**src/tss_pkg.sv**
```systemverilog
// shared types and constants for the tlv type search unit
package tss_pkg;

	localparam int unsigned OFFSET_BITS_DEF = 16;
	localparam int unsigned BYTE_BITS       = 8;
	localparam int unsigned LEN_BITS        = 16;

	// length byte value that announces a 16-bit extended length
	localparam logic [BYTE_BITS-1:0] EXT_MARK = 8'hFF;

	typedef enum logic [2:0] {
		PH_TYPE,
		PH_LEN,
		PH_EXT_HI,
		PH_EXT_LO,
		PH_SKIP,
		PH_DONE
	} phase_t;

	typedef struct packed {
		logic first;
		logic last;
	} item_ctl_t;

endpackage

```
**src/tss_in_if.sv**
```systemverilog
// request channel carrying one message byte with its region markers
interface tss_in_if #(
	parameter int unsigned OFFSET_BITS = tss_pkg::OFFSET_BITS_DEF
) ();
	logic                           valid;
	logic                           ready;
	logic [tss_pkg::BYTE_BITS-1:0]  data_byte;
	logic                           first;
	logic                           last;
	logic [tss_pkg::BYTE_BITS-1:0]  target_type;
	logic [OFFSET_BITS-1:0]         start_offset;
	logic [OFFSET_BITS-1:0]         end_offset;

	modport source (
		output valid, data_byte, first, last, target_type, start_offset, end_offset,
		input  ready
	);
	modport sink (
		input  valid, data_byte, first, last, target_type, start_offset, end_offset,
		output ready
	);
endinterface

```
**src/tss_out_if.sv**
```systemverilog
// result channel carrying the search outcome of one region
interface tss_out_if #(
	parameter int unsigned OFFSET_BITS = tss_pkg::OFFSET_BITS_DEF
) ();
	logic                          valid;
	logic                          ready;
	logic                          found;
	logic [OFFSET_BITS-1:0]        tlv_offset;
	logic [OFFSET_BITS-1:0]        value_offset;
	logic [tss_pkg::LEN_BITS-1:0]  value_length;

	modport source (
		output valid, found, tlv_offset, value_offset, value_length,
		input  ready
	);
	modport sink (
		input  valid, found, tlv_offset, value_offset, value_length,
		output ready
	);
endinterface

```
**src/tss_in_reg.sv**
```systemverilog
// input register stage holding one accepted byte request
module tss_in_reg #(
	parameter int unsigned OFFSET_BITS = tss_pkg::OFFSET_BITS_DEF
) (
	input  logic                          clk,
	input  logic                          arst_n,
	tss_in_if.sink                        req,
	input  logic                          consume,
	output logic                          valid_s1,
	output tss_pkg::item_ctl_t            ctl_s1,
	output logic [tss_pkg::BYTE_BITS-1:0] byte_s1,
	output logic [tss_pkg::BYTE_BITS-1:0] target_s1,
	output logic [OFFSET_BITS-1:0]        start_s1,
	output logic [OFFSET_BITS-1:0]        end_s1
);
	logic take_in;

	assign req.ready = !valid_s1 || consume;
	assign take_in   = req.valid && req.ready;

	always_ff @(posedge clk or negedge arst_n) begin
		if (!arst_n) begin
			valid_s1 <= 1'b0;
		end else if (req.ready) begin
			valid_s1 <= req.valid;
		end
	end

	always_ff @(posedge clk) begin
		if (take_in) begin
			ctl_s1.first <= req.first;
			ctl_s1.last  <= req.last;
			byte_s1      <= req.data_byte;
			target_s1    <= req.target_type;
			start_s1     <= req.start_offset;
			end_s1       <= req.end_offset;
		end
	end
endmodule

```
**src/tss_walker.sv**
```systemverilog
// tlv walker state and one-byte parse step
module tss_walker #(
	parameter int unsigned OFFSET_BITS = tss_pkg::OFFSET_BITS_DEF
) (
	input  logic                          clk,
	input  logic                          arst_n,
	input  logic                          take,
	input  tss_pkg::item_ctl_t            ctl,
	input  logic [tss_pkg::BYTE_BITS-1:0] data_byte,
	input  logic [tss_pkg::BYTE_BITS-1:0] target_type,
	input  logic [OFFSET_BITS-1:0]        start_offset,
	input  logic [OFFSET_BITS-1:0]        end_offset,
	output logic                          res_valid,
	output logic                          found,
	output logic [OFFSET_BITS-1:0]        tlv_offset,
	output logic [OFFSET_BITS-1:0]        value_offset,
	output logic [tss_pkg::LEN_BITS-1:0]  value_length
);
	localparam int unsigned LB    = tss_pkg::LEN_BITS;
	localparam int unsigned BB    = tss_pkg::BYTE_BITS;
	localparam int unsigned CMP_W = (OFFSET_BITS > LB) ? OFFSET_BITS : LB;

	tss_pkg::phase_t         phase_q, ph, ph_n;
	logic [OFFSET_BITS-1:0]  pos_q, pos, pos_n;
	logic [OFFSET_BITS-1:0]  rend_q, rend;
	logic [BB-1:0]           want_q, want;
	logic [LB-1:0]           skip_q, skip, skip_n;
	logic [BB-1:0]           exth_q, exth, exth_n;
	logic                    tm_q, tm, tm_n;
	logic [OFFSET_BITS-1:0]  hs_q, hs, hs_n;
	logic                    hit_q, hit, hit_n;
	logic [OFFSET_BITS-1:0]  htlv_q, htlv, htlv_n;
	logic [OFFSET_BITS-1:0]  hvoff_q, hvoff, hvoff_n;
	logic [LB-1:0]           hlen_q, hlen, hlen_n;

	logic                    in_range;
	logic [OFFSET_BITS-1:0]  voff;
	logic [OFFSET_BITS-1:0]  room;
	logic [LB-1:0]           hdr_len;
	logic                    fits;
	logic                    hdr_done;

	always_comb begin
		// a first request restarts the search before its byte is taken
		ph    = phase_q;
		pos   = pos_q;
		rend  = rend_q;
		want  = want_q;
		skip  = skip_q;
		exth  = exth_q;
		tm    = tm_q;
		hs    = hs_q;
		hit   = hit_q;
		htlv  = htlv_q;
		hvoff = hvoff_q;
		hlen  = hlen_q;
		if (ctl.first) begin
			ph    = tss_pkg::PH_TYPE;
			pos   = start_offset;
			rend  = end_offset;
			want  = target_type;
			skip  = '0;
			exth  = '0;
			tm    = 1'b0;
			hs    = '0;
			hit   = 1'b0;
			htlv  = '0;
			hvoff = '0;
			hlen  = '0;
		end

		in_range = pos < rend;
		voff     = pos + OFFSET_BITS'(1);
		room     = rend - voff;
		hdr_len  = (ph == tss_pkg::PH_LEN) ? LB'(data_byte) : {exth, data_byte};
		fits     = CMP_W'(hdr_len) <= CMP_W'(room);

		ph_n     = ph;
		pos_n    = pos;
		skip_n   = skip;
		exth_n   = exth;
		tm_n     = tm;
		hs_n     = hs;
		hit_n    = hit;
		htlv_n   = htlv;
		hvoff_n  = hvoff;
		hlen_n   = hlen;
		hdr_done = 1'b0;

		if (in_range) begin
			pos_n = voff;
			unique case (ph)
				tss_pkg::PH_TYPE: begin
					hs_n = pos;
					tm_n = (data_byte == want);
					ph_n = tss_pkg::PH_LEN;
				end
				tss_pkg::PH_LEN: begin
					if (data_byte == tss_pkg::EXT_MARK) begin
						ph_n = tss_pkg::PH_EXT_HI;
					end else begin
						hdr_done = 1'b1;
					end
				end
				tss_pkg::PH_EXT_HI: begin
					exth_n = data_byte;
					ph_n   = tss_pkg::PH_EXT_LO;
				end
				tss_pkg::PH_EXT_LO: begin
					hdr_done = 1'b1;
				end
				tss_pkg::PH_SKIP: begin
					skip_n = skip - LB'(1);
					if (skip_n == '0) begin
						ph_n = tss_pkg::PH_TYPE;
					end
				end
				default: begin
				end
			endcase

			if (hdr_done) begin
				if (fits) begin
					if (tm) begin
						hit_n   = 1'b1;
						htlv_n  = hs;
						hvoff_n = voff;
						hlen_n  = hdr_len;
						ph_n    = tss_pkg::PH_DONE;
					end else if (hdr_len == '0) begin
						ph_n = tss_pkg::PH_TYPE;
					end else begin
						skip_n = hdr_len;
						ph_n   = tss_pkg::PH_SKIP;
					end
				end else begin
					ph_n = tss_pkg::PH_DONE;
				end
			end
		end

		if (ctl.last) begin
			ph_n = tss_pkg::PH_DONE;
		end
	end

	always_ff @(posedge clk or negedge arst_n) begin
		if (!arst_n) begin
			phase_q <= tss_pkg::PH_TYPE;
			pos_q   <= '0;
			rend_q  <= '0;
			want_q  <= '0;
			skip_q  <= '0;
			exth_q  <= '0;
			tm_q    <= 1'b0;
			hs_q    <= '0;
			hit_q   <= 1'b0;
			htlv_q  <= '0;
			hvoff_q <= '0;
			hlen_q  <= '0;
		end else if (take) begin
			phase_q <= ph_n;
			pos_q   <= pos_n;
			rend_q  <= rend;
			want_q  <= want;
			skip_q  <= skip_n;
			exth_q  <= exth_n;
			tm_q    <= tm_n;
			hs_q    <= hs_n;
			hit_q   <= hit_n;
			htlv_q  <= htlv_n;
			hvoff_q <= hvoff_n;
			hlen_q  <= hlen_n;
		end
	end

	// hit fields stay zero until a match, so they go out unmasked
	assign res_valid    = take && ctl.last;
	assign found        = hit_n;
	assign tlv_offset   = htlv_n;
	assign value_offset = hvoff_n;
	assign value_length = hlen_n;

	a_hit_settles: assert property (@(posedge clk) disable iff (!arst_n)
		hit_q |-> phase_q == tss_pkg::PH_DONE)
		else $error("hit recorded while walk still running");

	a_hit_geometry: assert property (@(posedge clk) disable iff (!arst_n)
		hit_q |-> (hvoff_q == htlv_q + OFFSET_BITS'(2)) ||
			(hvoff_q == htlv_q + OFFSET_BITS'(4)))
		else $error("value offset not two or four past the type byte");

	a_last_closes: assert property (@(posedge clk) disable iff (!arst_n)
		take && ctl.last |=> phase_q == tss_pkg::PH_DONE)
		else $error("walk not closed after last byte");
endmodule

```
**src/tss_out_reg.sv**
```systemverilog
// result register facing the result channel
module tss_out_reg #(
	parameter int unsigned OFFSET_BITS = tss_pkg::OFFSET_BITS_DEF
) (
	input  logic                         clk,
	input  logic                         arst_n,
	input  logic                         res_valid,
	input  logic                         found,
	input  logic [OFFSET_BITS-1:0]       tlv_offset,
	input  logic [OFFSET_BITS-1:0]       value_offset,
	input  logic [tss_pkg::LEN_BITS-1:0] value_length,
	output logic                         free,
	tss_out_if.source                    res
);
	logic valid_q;

	assign free      = !valid_q || res.ready;
	assign res.valid = valid_q;

	always_ff @(posedge clk or negedge arst_n) begin
		if (!arst_n) begin
			valid_q <= 1'b0;
		end else if (free) begin
			valid_q <= res_valid;
		end
	end

	always_ff @(posedge clk) begin
		if (res_valid && free) begin
			res.found        <= found;
			res.tlv_offset   <= tlv_offset;
			res.value_offset <= value_offset;
			res.value_length <= value_length;
		end
	end
endmodule

```
**src/tlv_type_search_unit.sv**
```systemverilog
// top level of the streaming tlv type search unit
//
// usage:
//  byte_ch carries one message byte per request together with first/last
//  markers; the request marked first also supplies the wanted type, the
//  absolute offset of its byte and the exclusive end offset of the message
//  result_ch returns one result per request marked last: found, the offset
//  of the matching type byte, the value offset and the value length (all
//  zero when nothing matched)
//  bytes at or beyond the end offset are ignored, and once a match is made
//  or the walk fails the rest of the region changes nothing
// result path: an accepted request waits in the input register; the parse step
//  reads it there and loads a last request's result into the result register
// throughput: one request per cycle unless a last request waits on the result
//  register; parse step: byte compares, offset add and subtract, length-fits compare
// reset: arst_n clears the walker to "expect type byte" with an empty region,
//  so a last before any first reports not found; both channels go empty
// stall: while the result register holds an untaken result, a held last
//  request waits in the input register; other requests keep flowing, and
//  byte_ch ready drops only when a last request is blocked behind the result
module tlv_type_search_unit #(
	parameter int unsigned OFFSET_BITS = tss_pkg::OFFSET_BITS_DEF
) (
	input  logic      clk,
	input  logic      arst_n,
	tss_in_if.sink    byte_ch,
	tss_out_if.source result_ch
);
	logic                          valid_s1;
	tss_pkg::item_ctl_t            ctl_s1;
	logic [tss_pkg::BYTE_BITS-1:0] byte_s1;
	logic [tss_pkg::BYTE_BITS-1:0] target_s1;
	logic [OFFSET_BITS-1:0]        start_s1;
	logic [OFFSET_BITS-1:0]        end_s1;

	logic                          out_free;
	logic                          consume;
	logic                          take;

	logic                          res_valid;
	logic                          found;
	logic [OFFSET_BITS-1:0]        tlv_offset;
	logic [OFFSET_BITS-1:0]        value_offset;
	logic [tss_pkg::LEN_BITS-1:0]  value_length;

	// a non-last byte never needs the result register
	assign consume = !ctl_s1.last || out_free;
	assign take    = valid_s1 && consume;

	tss_in_reg #(.OFFSET_BITS(OFFSET_BITS)) u_in_reg (
		.clk       (clk),
		.arst_n    (arst_n),
		.req       (byte_ch),
		.consume   (consume),
		.valid_s1  (valid_s1),
		.ctl_s1    (ctl_s1),
		.byte_s1   (byte_s1),
		.target_s1 (target_s1),
		.start_s1  (start_s1),
		.end_s1    (end_s1)
	);

	tss_walker #(.OFFSET_BITS(OFFSET_BITS)) u_walker (
		.clk          (clk),
		.arst_n       (arst_n),
		.take         (take),
		.ctl          (ctl_s1),
		.data_byte    (byte_s1),
		.target_type  (target_s1),
		.start_offset (start_s1),
		.end_offset   (end_s1),
		.res_valid    (res_valid),
		.found        (found),
		.tlv_offset   (tlv_offset),
		.value_offset (value_offset),
		.value_length (value_length)
	);

	tss_out_reg #(.OFFSET_BITS(OFFSET_BITS)) u_out_reg (
		.clk          (clk),
		.arst_n       (arst_n),
		.res_valid    (res_valid),
		.found        (found),
		.tlv_offset   (tlv_offset),
		.value_offset (value_offset),
		.value_length (value_length),
		.free         (out_free),
		.res          (result_ch)
	);

	// a result is only produced when the result register can take it
	a_no_overwrite: assert property (@(posedge clk) disable iff (!arst_n)
		res_valid |-> out_free)
		else $error("result produced into a full result register");

	// back-pressure only comes from a last request blocked behind a result
	a_stall_cause: assert property (@(posedge clk) disable iff (!arst_n)
		!byte_ch.ready |-> valid_s1 && ctl_s1.last && result_ch.valid)
		else $error("input stalled without a pending result");
endmodule

```
**src/flat_wrapper.sv**
```systemverilog
// flat-port wrapper written by rule: the top's interface ports become plain ports
module tlv_type_search_unit_flat 
#(
	parameter int unsigned OFFSET_BITS = tss_pkg::OFFSET_BITS_DEF
)
  (clk, arst_n, byte_ch_valid, byte_ch_data_byte, byte_ch_first, byte_ch_last, byte_ch_target_type, byte_ch_start_offset, byte_ch_end_offset, byte_ch_ready, result_ch_valid, result_ch_found, result_ch_tlv_offset, result_ch_value_offset, result_ch_value_length, result_ch_ready);
  tss_in_if #(.OFFSET_BITS(OFFSET_BITS)) byte_ch_i ();
  tss_out_if #(.OFFSET_BITS(OFFSET_BITS)) result_ch_i ();
  input  logic clk;
  input  logic arst_n;
  input wire logic [$bits(byte_ch_i.valid)-1:0] byte_ch_valid;
  input wire logic [$bits(byte_ch_i.data_byte)-1:0] byte_ch_data_byte;
  input wire logic [$bits(byte_ch_i.first)-1:0] byte_ch_first;
  input wire logic [$bits(byte_ch_i.last)-1:0] byte_ch_last;
  input wire logic [$bits(byte_ch_i.target_type)-1:0] byte_ch_target_type;
  input wire logic [$bits(byte_ch_i.start_offset)-1:0] byte_ch_start_offset;
  input wire logic [$bits(byte_ch_i.end_offset)-1:0] byte_ch_end_offset;
  output wire logic [$bits(byte_ch_i.ready)-1:0] byte_ch_ready;
  output wire logic [$bits(result_ch_i.valid)-1:0] result_ch_valid;
  output wire logic [$bits(result_ch_i.found)-1:0] result_ch_found;
  output wire logic [$bits(result_ch_i.tlv_offset)-1:0] result_ch_tlv_offset;
  output wire logic [$bits(result_ch_i.value_offset)-1:0] result_ch_value_offset;
  output wire logic [$bits(result_ch_i.value_length)-1:0] result_ch_value_length;
  input wire logic [$bits(result_ch_i.ready)-1:0] result_ch_ready;
  assign byte_ch_i.valid = byte_ch_valid;
  assign byte_ch_i.data_byte = byte_ch_data_byte;
  assign byte_ch_i.first = byte_ch_first;
  assign byte_ch_i.last = byte_ch_last;
  assign byte_ch_i.target_type = byte_ch_target_type;
  assign byte_ch_i.start_offset = byte_ch_start_offset;
  assign byte_ch_i.end_offset = byte_ch_end_offset;
  assign byte_ch_ready = byte_ch_i.ready;
  assign result_ch_valid = result_ch_i.valid;
  assign result_ch_found = result_ch_i.found;
  assign result_ch_tlv_offset = result_ch_i.tlv_offset;
  assign result_ch_value_offset = result_ch_i.value_offset;
  assign result_ch_value_length = result_ch_i.value_length;
  assign result_ch_i.ready = result_ch_ready;
  tlv_type_search_unit #(.OFFSET_BITS(OFFSET_BITS)) u_core (.clk(clk), .arst_n(arst_n), .byte_ch(byte_ch_i), .result_ch(result_ch_i));
endmodule
```
**config.mk**
```make
export PLATFORM = sky130hd
export DESIGN_NAME = tlv_type_search_unit_flat
export DESIGN_NICKNAME = d
export VERILOG_FILES = /design/src/tss_pkg.sv /design/src/tss_in_if.sv /design/src/tss_out_if.sv /design/src/tss_in_reg.sv /design/src/tss_walker.sv /design/src/tss_out_reg.sv /design/src/tlv_type_search_unit.sv /design/src/flat_wrapper.sv
export SDC_FILE = /design/constraint.sdc
export NUM_CORES = 1
export LEC_CHECK = 0
export BUFFER_PORTS_ARGS = -buffer_cell sky130_fd_sc_hd__buf_4
export CAP_MARGIN = 30
export CORE_UTILIZATION = 55
export DETAILED_ROUTE_END_ITERATION = 10
export PLACE_DENSITY = 0.74
export SKIP_LAST_GASP = 1
export SLEW_MARGIN = 25
export SYNTH_ARGS = -nofsm -noshare
export SYNTH_HDL_FRONTEND = slang
export SYNTH_HIERARCHICAL = 1
export SYNTH_SLANG_ARGS = --single-unit
```
**constraint.sdc**
```tcl
create_clock -name clk -period 7.8 [get_ports clk]
set_input_delay 1.56 -clock clk [delete_from_list [all_inputs] [get_ports clk]]
set_output_delay 1.56 -clock clk [all_outputs]
set_load 0.01 [all_outputs]
```
; Word level (Yosys, flattened, before mapping)
; Index checks and enable logic that the tools add are counted.
[totals]
mem_bits_rw = 0
memories = 0
latch_bits = 0
register_bits = 234
output_inout_bits = 51
mem_bits_ro = 0
input_bits = 54
[classes]
n_bitwise = 0
n_div = 0
n_addsub = 3
n_reduce_logical = 13
order_cmp = 2
n_mul = 0
n_eq_ne = 6
muxes = 54
n_shift = 0
[op_table]
columns = operator, count
row1 = two-way mux 16 bit, 29
row2 = zero test 16 bit, 2
row3 = two-way mux 8 bit, 4
row4 = two-way mux 3 bit, 9
row5 = adder 16 x 1 -> 16 bit (second input constant), 1
row6 = <= comparator 16 bit, 1
row7 = < comparator 16 bit, 1
row8 = subtractor 16 x 1 -> 16 bit (second input constant), 1
row9 = subtractor 16 bit, 1
row10 = one-hot mux 3 bit (4 select lines), 1
row11 = two-way mux 1 bit, 10
row12 = == test 8 bit, 1
row13 = == test 8 bit (second input constant), 1
row14 = == test 3 x 2 -> 1 bit (second input constant), 2
row15 = logical AND 1 bit, 4
row16 = == test 3 x 1 -> 1 bit (second input constant), 1
row17 = == test 3 bit (second input constant), 1
row18 = zero test 1 bit, 3
row19 = zero test 3 bit, 1
row20 = logical OR 1 bit, 3
row21 = one-hot mux 1 bit (2 select lines), 1

; Longest topological paths before layout
; Gate-level depths: netlist (run 1).
[logic_depth]
ltp_word = 10
depth_mapped = 35
ltp_nobuf = 25

; By module
; Netlist (run 1), hierarchy kept.
[by_module_without_submodules]
columns = mod, area_per_inst_um2, seq_area_each_um2, instances, cells_each
row1 = tss_walker, 9102.5, 3328.2, 1, 981
row2 = tss_in_reg, 1555.2, 1526.5, 1, 54
row3 = tss_out_reg, 1525.2, 1496.4, 1, 53
row4 = tlv_type_search_unit, 22.5, 0.0, 1, 2

; Least setup slack after synthesis (run 1)
; Ideal clock, no wire load.
[synth_timing]
path_kind = reg-to-reg
from = register u_core/u_in_reg/ctl_s1[1] (netlist name)
to = register u_core.u_out_reg.res.value_length[10] (data pin)
path_stages_with_launch = 33
arrival_time_ns = 6.928
slack_ns = 0.616
path_buffers = 9
synth_period_minus_slack_ns = 7.184
setup_time_ns = 0.256
path_cell_list = edfxtp_1 > buf_6 > buf_6 > buf_6 > buf_2 > buf_2 > buf_2 > buf_2 > mux2i_1 > inv_1 > ha_1 > xnor2_1 > inv_1 > ha_1 > and2_1 > a221oi_1 > a21boi_1 > a221o_1 > maj3_1 > a21oi_1 > xor2_1 > ha_1 > a21o_1 > a21o_1 > a2111oi_0 > o21ai_1 > a22o_1 > nor3_2 > and3_1 > buf_2 > buf_2 > nor2_1 > a22o_1
[synth_between]
elab_chain_cells = 7
word_cells_on_any_way = 19
classes_between = add/sub: 2 / order compare: 2 / eq/ne: 2 / mux: 13
[synth_lines]
columns = element, line
row1 = two-way mux 16 bit or two-way mux 3 bit (tied branches), tss_walker.sv:57  ; if (ctl.first) begin
row2 = adder 16 x 1 -> 16 bit or == test 3 x 1 -> 1 bit (tied branches), "tss_walker.sv:73, tss_walker.sv:75, tss_walker.sv:92"
row3 = subtractor 16 bit or two-way mux 16 bit (tied branches), "tss_walker.sv:74, tss_walker.sv:75"
row4 = <= comparator 16 bit or two-way mux 16 bit (tied branches), "tss_walker.sv:76, tss_walker.sv:124"
row5 = two-way mux 16 bit, tss_walker.sv:123  ; if (fits) begin
row6 = two-way mux 16 bit, tss_walker.sv:122  ; if (hdr_done) begin
row7 = two-way mux 16 bit (*), tss_walker.sv:90  ; if (in_range) begin
row8 = net u_core.value_length (one bit), tlv_type_search_unit.sv:44  ; logic [tss_pkg::LEN_BITS-1:0] value_length;
row9 = to (decl), tss_out_if.sv:13  ; output valid, found, tlv_offset, value_offset, value_length,
; The timed path passes the listed nets; every way through them passes the cells marked *. The select of a mux whose other input is x is not followed.
; A chain may end at the register's enable or synchronous reset.

; Worst setup path after layout (run 1)
[layout_timing]
from = register u_core/u_in_reg/ctl_s1[1] (netlist name)
to = register u_core.u_out_reg.res.value_length[12] (data pin)
[layout_between]
elab_chain_cells = 7
word_cells_on_any_way = 19
classes_between = add/sub: 2 / order compare: 2 / eq/ne: 2 / mux: 13
[layout_lines]
columns = element, line
row1 = two-way mux 16 bit or two-way mux 3 bit (tied branches), tss_walker.sv:57
row2 = adder 16 x 1 -> 16 bit or == test 3 x 1 -> 1 bit (tied branches), "tss_walker.sv:73, tss_walker.sv:75, tss_walker.sv:92"
row3 = subtractor 16 bit or two-way mux 16 bit (tied branches), "tss_walker.sv:74, tss_walker.sv:75"
row4 = <= comparator 16 bit or two-way mux 16 bit (tied branches), "tss_walker.sv:76, tss_walker.sv:124"
row5 = two-way mux 16 bit, tss_walker.sv:123
row6 = two-way mux 16 bit, tss_walker.sv:122
row7 = two-way mux 16 bit (*), tss_walker.sv:90
row8 = net u_core.value_length (one bit), tlv_type_search_unit.sv:44
; Marks and branches as above.

==> metrics.md, run 1 <==
| Metric | Value |
|---|---|
| Outcome | `completed` |
| Worst reg2reg setup slack | `roughly 0.68 ns` |
| Final setup TNS | `0 ns` |
| Core box area | `~0.022 mm²` |
| Fmax | `141 MHz` |
| Final WL | `roughly 29000 µm` |
| Clock Pin Slew Worst Setup and Hold Paths | `approximately 0.06 ns` |
| Post-Route M1 WL | `~13000 µm` |
| Proportion of layout cells with a drive suffix above 1 | `0.177` |
| RSZ-0062 raised after global routing | `no` |
| Post-CTS Hold Buffers | `0` |
| Post-route setup slack | `around 0.7 ns` |
| Buffers inserted by post-CTS timing repair | `0` |
| # H-tree levels | `1` |
| Largest net degree at the start of global routing | `69` |
| Worst EP required | `between 8 and 9 ns` |
| Die H | `approximately 150 µm` |
| Final nets | `roughly 1300` |
| Clock power share | `0.282` |
| Root Buffer | `clkbuf_16` |
| Least-Margin Pin Slew | `just under 0.9 ns` |
| Sw Ratio | `0.341` |
| Wire per inst | `between 15 and 20 µm` |
| RR Startpoint | `u_core/u_in_reg/ctl_s1[1]` |
| Vias per cell | `6.12` |
| Layout area overhead | `14.7%` |
| Register-to-Register Path Depth | `22` |
| Hold Path Origin | `u_core/u_walker/hlen_q[5]` |
| Fin crit period | `around 7.1 ns` |
| Die ar. | `0.0228 mm²` |
| DR iter-0 viols | `875` |
| Hold Path Sink | `u_core/u_walker/hlen_q[5]` |
| Rel. slew slack | `0.409` |
| Top_reg_cell synth | `dfrtp_1` |
| Met2 WL | `roughly 13000 µm` |
| # Max-Cap Violations | `0` |
| Drt pass-1 iters | `5` |
| CTS tree | `yes` |
| Worst vdd ir | `about 220 µV` |
| Crit path kind | `reg2reg` |
| Sink Count | `about 230` |
| Yosys synthesis warning count | `6` |
| CTS max path bufs | `3` |
| Mapped Avg Cell Area | `between 10 and 15 µm²` |
| Total Power | `between 4 and 5 mW` |
| Register area share after synthesis | `0.520` |
| P_leak | `6.20 nW` |
| First-pass GRT wire length | `between 40000 and 50000 µm` |
| Cell variety after synth | `78` |
| Clock Skew | `0.0181 ns` |
| Cell Int Power | `2.67 mW` |
| Reg2reg end | `u_core/u_out_reg/res.value_length[12]` |
| Number of I/O port buffers | `approximately 100` |
| Final Hold Vio Count | `0` |
| Via count | `9009` |
| I/O pin count | `between 100 and 150` |
| # diodes | `0` |
| Num CTS Buffers | `25` |
| Dpl hpwl | `a little over 20000 µm` |
| ANT nets after route | `0` |
| Cell area after technology mapping | `0.0122 mm²` |
| Gate power share | `0.318` |
| Remaining DRCs | `0` |
| Switch Pwr | `about 1.4 mW` |
| Fillers | `1717` |
| Routability cong. | `0.917` |
| Critical Path Fanout Max | `50` |
| Ys async rst share | `0.577` |
| Vias in the first global route | `~8600` |
| Initial antenna violation count | `0` |
| Initial core utilization | `0.559` |
| Num rows | `54` |
| Final setup violating endpoints | `0` |
| Die W | `~150 µm` |
| Final Max Tran Viols | `0` |
| P per Cell Area | `slightly below 300 mW/mm²` |
| Post-synth EDFFs | `99` |
| Met3 wire length | `between 2000 and 3000 µm` |
| Layout Cells excl Fill | `about 1500` |
| CP endpoint kind | `flop` |
| Grt total ovfl | `0` |
| Post-synthesis sequential element count | `234` |
| Clock Latency Late Sink | `0.53 ns` |
| Critical path data arrival time | `about 7.4 ns` |
| DR top layer | `met4` |
| Pre-CTS setup slack | `0.840 ns` |
| DP Cell Count | `1425` |
| Final cycle utilization of the critical path | `0.912` |
| # resized after CTS | `0` |
| Sequential share of power | `0.400` |
| Post-synth net total | `between 1000 and 1500` |
| Worst hold path depth | `1` |
| CP startpoint kind | `flop` |
| GR Util All Layers | `0.264` |
| Worst Hold Class | `reg2reg` |
| Post-Synthesis Cells | `1090` |
-- critical path: stages (launching register included) --
cell and delay (ns):
edfxtp_1 0.49, mux2i_1 0.50, inv_1 0.20, xnor2_1 0.57, ha_1 0.39, and2_1 0.17, a221oi_1 0.43, a21boi_1 0.13
a221o_1 0.43, maj3_1 0.34, a21oi_1 0.18, xor2_1 0.11, ha_1 0.20, a21o_1 0.18, a21o_1 0.17, a2111oi_0 0.40
o21ai_1 0.13, a22o_1 0.27, nor3_2 0.33, and3_2 0.25, buf_4 0.45, nor2_1 0.27, a22o_1 0.25
-- power by group through the flow --
| stage | logic, mW | clock network, mW | registers (mW) |
|---|---|---|---|
| after floorplan | 0.975 | 0 | 1.56 |
| final | 1.29 | 1.14 | 1.62 |
| after global routing | 1.42 | 1.21 | 1.64 |
| after global placement | 1.22 | 0 | 1.63 |
| after detailed placement | 1.26 | 0 | 1.64 |
| after CTS | 1.27 | 1.17 | 1.61 |
-- cell type report --
type	instances	area, µm²	area share
sequential	234	6350	0.454
clock inverter	12	85.1	0.00608
multi-input combinational	743	5390	0.385
timing repair buffer	121	930	0.0664
clock buffer	34	711	0.0508
inverter	49	184	0.0131
tap	280	350	0.0250
-- state kept, by name, indices dropped and copies added, names as in the netlist --
register	flops
u_core/u_in_reg/end_s1	16
u_core/u_in_reg/start_s1	16
u_core/u_out_reg/res.tlv_offset	16
u_core/u_out_reg/res.value_length	16
u_core/u_out_reg/res.value_offset	16
u_core/u_walker/hlen_q	16
u_core/u_walker/hs_q	16
u_core/u_walker/htlv_q	16
u_core/u_walker/hvoff_q	16
u_core/u_walker/pos_q	16
u_core/u_walker/rend_q	16
u_core/u_walker/skip_q	16
u_core/u_in_reg/byte_s1	8
u_core/u_in_reg/target_s1	8
u_core/u_walker/exth_q	8
u_core/u_walker/want_q	8
u_core/u_walker/phase_q	3
u_core/u_in_reg/ctl_s1	2
u_core/u_in_reg/valid_s1	1
u_core/u_out_reg/res.found	1
u_core/u_out_reg/res.valid	1
u_core/u_walker/hit_q	1
u_core/u_walker/tm_q	1
-- metal layers --
| layer | vias up | global-route usage |
|---|---|---|
| li1 | 4173 | - |
| met1 | 4391 | 0.385 |
| met2 | 395 | 0.394 |
| met3 | 50 | 0.0620 |
| met4 | 0 | 0.0690 |
| met5 | - | 0 |
-- placed cells by master (no fill, tap or decap), drive strengths merged, types with 5 or more instances in the layout --
cell type	synthesis	layout
a22oi	11	11
nor2	70	70
nand2	79	79
mux2	22	22
o211ai	5	5
buf	22	121
ha	45	45
nand2b	17	17
a21o	30	30
or3	8	8
nand4	10	10
o2bb2ai	36	36
nand3b	5	5
edfxtp	99	99
a21oi	71	71
a22o	47	47
nor4	14	14
nor2b	5	5
and2	8	8
dfrtp	135	135
mux2i	34	34
xor2	9	9
nor3	23	23
o21ai	30	30
clkinv	1	9
clkbuf	42	34
and3	27	27
inv	48	49
xnor2	60	60
o21a	8	8
nand3	16	16
-- kinds of logic after synthesis --
| logic type | synth area share |
|---|---|
| simple gates | 0.124 |
| compound gates | 0.166 |
| flops | 0.520 |
| buf+inv | 0.0382 |
| xor+xnor | 0.0514 |
| mux | 0.0498 |
| fa+ha+maj | 0.0503 |
-- through the flow --
step | util | cell area (µm²) | hold slack, ns
3_3_place_gp | 0.604 | 13200 | 0.472
3_5_place_dp | 0.604 | 13200 | 0.474
5_1_grt | 0.642 | 14000 | 0.504
4_1_cts | 0.640 | 14000 | 0.492
6_report | 0.642 | 14000 | 0.491
2_1_floorplan | - | 12200 | 0.456
-- how the worst max path moves through the flow --
stage / start / end / slack, ns / cells after the start
floorplan: u_core/u_in_reg/ctl_s1[1] / u_core/u_out_reg/res.value_length[10] / 0.62 / 32
global placement: u_core/u_in_reg/ctl_s1[1] / u_core/u_out_reg/res.value_length[9] / 1.0 / 22
detailed placement: u_core/u_in_reg/ctl_s1[1] / u_core/u_out_reg/res.value_length[11] / 0.84 / 23
CTS: u_core/u_in_reg/ctl_s1[1] / u_core/u_out_reg/res.value_length[11] / 0.83 / 23
global route: u_core/u_in_reg/ctl_s1[1] / u_core/u_out_reg/res.value_length[11] / 0.18 / 24
finish: u_core/u_in_reg/ctl_s1[1] / u_core/u_out_reg/res.value_length[12] / 0.68 / 22
-- Yosys cell counts, types with 10 or more instances --
cell type  number  share of area
mux2i_1        32          0.026
nor3_1         20         0.0082
o21ai_0        21         0.0086
inv_1          45          0.014
a21oi_1        67          0.027
nand2_1        79          0.024
dfrtp_1       135           0.28
a22o_1         47          0.034
and3_1         27          0.014
edfxtp_1       99           0.24
nand2b_1       14         0.0072
clkbuf_1       42          0.013
a21o_1         30          0.018
buf_2          13         0.0053
nand3_1        16         0.0066
o2bb2ai_1      36          0.026
ha_1           45          0.046
a22oi_1        10         0.0062
nor2_1         70          0.022
xnor2_1        57          0.041
nor4_1         13         0.0067
mux2_2         21          0.019
(Power assumes the default switching activity.)
==> run 2: changes to the inputs <==
- MAX_ROUTING_LAYER: default -> met4
==> run 2 against run 1 <==
Total power rose by 0.38%. Non-clock buffer count fell by 4. Design area fell by 0.19%. Core utilization fell by 0.12 points. Global-route usage rose by 0.58 points. Critical endpoint is now u_core/u_out_reg/res.value_length[13]. Largest cell class unchanged.
==> metrics.md, run 2 (synthesis results as in run 1) <==
| Metric | Value |
|---|---|
| CP endpoint kind | `flop (unchanged)` |
| CP delay by family, top | `compound AO/OA/AOI/OAI gates (unchanged)` |
| Critical path data arrival time | `7.51 ns (was 7.39 ns)` |
| Layout area overhead | `14.5% (was 14.7%)` |
| # Max-Cap Violations | `0 (unchanged)` |
| Critical Path Fanout Max | `40 (was 50)` |
| Final nets | `1270 (was 1274)` |
| Fin crit period | `7.23 ns (was 7.12 ns)` |
| Commonest non-fill, non-tap cell in the layout | `dfrtp_1 (unchanged)` |
| P per Cell Area | `291 mW/mm² (was 289 mW/mm²)` |
| Final setup TNS | `0 ns (unchanged)` |
| Die W | `151 µm (unchanged)` |
| Sw Ratio | `0.340 (was 0.341)` |
| Buffers inserted by post-CTS timing repair | `0 (unchanged)` |
| Fmax | `138 MHz (was 141 MHz)` |
| # diodes | `0 (unchanged)` |
| Initial core utilization | `0.559 (unchanged)` |
| Core box area | `0.0218 mm² (unchanged)` |
| CTS max path bufs | `3 (unchanged)` |
| Rel. slew slack | `0.318 (was 0.409)` |
| DR iter-0 viols | `647 (was 875)` |
| # H-tree levels | `1 (unchanged)` |
| Via count | `9006 (was 9009)` |
| RR Startpoint | `u_core/u_in_reg/ctl_s1[1] (unchanged)` |
| Wire per inst | `19.9 µm (about the same)` |
| # resized after CTS | `0 (unchanged)` |
| CP peak stage delay | `0.48 ns (was 0.57 ns)` |
| Routability cong. | `0.951 (was 0.917)` |
| CTS tree | `yes (unchanged)` |
| Most frequent cells in the layout | `dfrtp_1 (135), buf_4 (115), edfxtp_1 (99) (was dfrtp_1 (135), buf_4 (118), edfxtp_1 (99))` |
| Crit path max-delay cell type | `edfxtp_1 (was xnor2_1)` |
| Proportion of layout cells with a drive suffix above 1 | `0.178 (was 0.177)` |
| Sink Count | `234 (unchanged)` |
| Largest net degree at the start of global routing | `74 (was 69)` |
| Least-Margin Pin Slew | `1.02 ns (was 0.879 ns)` |
| Grt total ovfl | `0 (unchanged)` |
| Remaining DRCs | `0 (unchanged)` |
| Number of I/O port buffers | `104 (unchanged)` |
| First-pass GRT wire length | `46100 µm (was 46500 µm)` |
| Outcome | `completed (unchanged)` |
| Hold Path Origin | `u_core/u_walker/htlv_q[11] (was u_core/u_walker/hlen_q[5])` |
| Vias in the first global route | `8496 (was 8643)` |
| CP Launch Point | `u_core/u_in_reg/ctl_s1[1] (unchanged)` |
| Num CTS Buffers | `25 (unchanged)` |
| Final Hold Vio Count | `0 (unchanged)` |
| Clock Pin Slew Worst Setup and Hold Paths | `0.06 ns (about the same)` |
| Critical path buffers and inverters | `3 (was 2)` |
| Crit path kind | `reg2reg (unchanged)` |
| Vias per cell | `6.13 (was 6.12)` |
| Worst EP required | `8.08 ns (was 8.07 ns)` |
| Fillers | `1740 (was 1717)` |
| Switch Pwr | `1.38 mW (about the same)` |
| Sequential share of power | `0.398 (was 0.400)` |
| I/O pin count | `105 (unchanged)` |
| Worst vdd ir | `196 µV (was 222 µV)` |
| Final setup violating endpoints | `0 (unchanged)` |
| Dpl hpwl | `20200 µm (was 20100 µm)` |
| Die H | `151 µm (unchanged)` |
| Final cycle utilization of the critical path | `0.927 (was 0.912)` |
| Cell Int Power | `2.68 mW (was 2.67 mW)` |
| Drt pass-1 iters | `7 (was 5)` |
| Die ar. | `0.0228 mm² (unchanged)` |
| P_leak | `6.19 nW (was 6.20 nW)` |
| Final Util | `0.640 (was 0.642)` |
| Final WL | `29200 µm (was 29300 µm)` |
| RSZ-0062 raised after global routing | `no (unchanged)` |
| Clock Latency Late Sink | `0.52 ns (was 0.53 ns)` |
| Root Buffer | `clkbuf_16 (unchanged)` |
| Clock Skew | `0.0132 ns (was 0.0181 ns)` |
| Clock power share | `0.286 (was 0.282)` |
| Num rows | `54 (unchanged)` |
| ANT nets after route | `0 (unchanged)` |
| Final Max Tran Viols | `0 (unchanged)` |
| CP startpoint kind | `flop (unchanged)` |
| Post-CTS Hold Buffers | `0 (unchanged)` |
| Gate power share | `0.316 (was 0.318)` |
| Initial antenna violation count | `0 (unchanged)` |
| GR Util All Layers | `0.269 (was 0.264)` |
| Worst Hold Class | `reg2reg (unchanged)` |
run 2: worst paths after layout:
path	cells after the start	slack, ns	end
setup / recovery	25	0.57	u_core/u_out_reg/res.value_length[13]
hold / removal	1	0.49	u_core/u_walker/htlv_q[11]
setup reg to reg	25	0.57	u_core/u_out_reg/res.value_length[13]
hold reg to reg	1	0.49	u_core/u_walker/htlv_q[11]
max in group asynchronous	2	5.41	u_core/u_walker/rend_q[7]
min in group asynchronous	1	1.04	u_core/u_walker/hlen_q[2]
run 2: area by class of cell:
cell class | instances | area (µm²) | share of cell area
Timing Repair Buffer | 117 | 886 | 0.0634
Clock inverter | 11 | 113 | 0.00806
Sequential cell | 234 | 6350 | 0.454
Multi-Input combinational cell | 743 | 5400 | 0.387
Inverter | 49 | 184 | 0.0132
Tap cell | 280 | 350 | 0.0251
Clock buffer | 34 | 689 | 0.0493
run 2: power by group through the flow:
| stage | Clock [mW] | Combinational, mW | Sequential (mW) |
|---|---|---|---|
| final | 1.16 | 1.28 | 1.62 |
| after global routing | 1.23 | 1.41 | 1.64 |
| after CTS | 1.18 | 1.26 | 1.61 |
| after detailed placement | 0 | 1.25 | 1.63 |
| after global placement | 0 | 1.23 | 1.63 |
| after floorplan | 0 | 0.975 | 1.56 |
run 2: layer usage:
metal  global-route usage  wire (µm)  part of all wire  vias up
met5                    -          0                 0        -
met4               0.0590        460             0.016        0
met3               0.0416       2350             0.080       42
met2                0.402      12900              0.44      387
met1                0.389      13600              0.46     4396
li1                     -          -                 -     4181
run 2: per-stage QoR:
step                      instances  power [mW]  hold WS, ns  setup WS, ns  instance area, µm²
after CTS                      1468        4.06        0.492         0.487               14000
after global placement         1423        2.86        0.473         0.754               13200
after global routing           1468        4.28        0.503       0.00430               14000
after floorplan                1090        2.54        0.456         0.616               12200
final                          1468        4.07        0.490         0.567               14000
after detailed placement       1423        2.89        0.474         0.558               13200
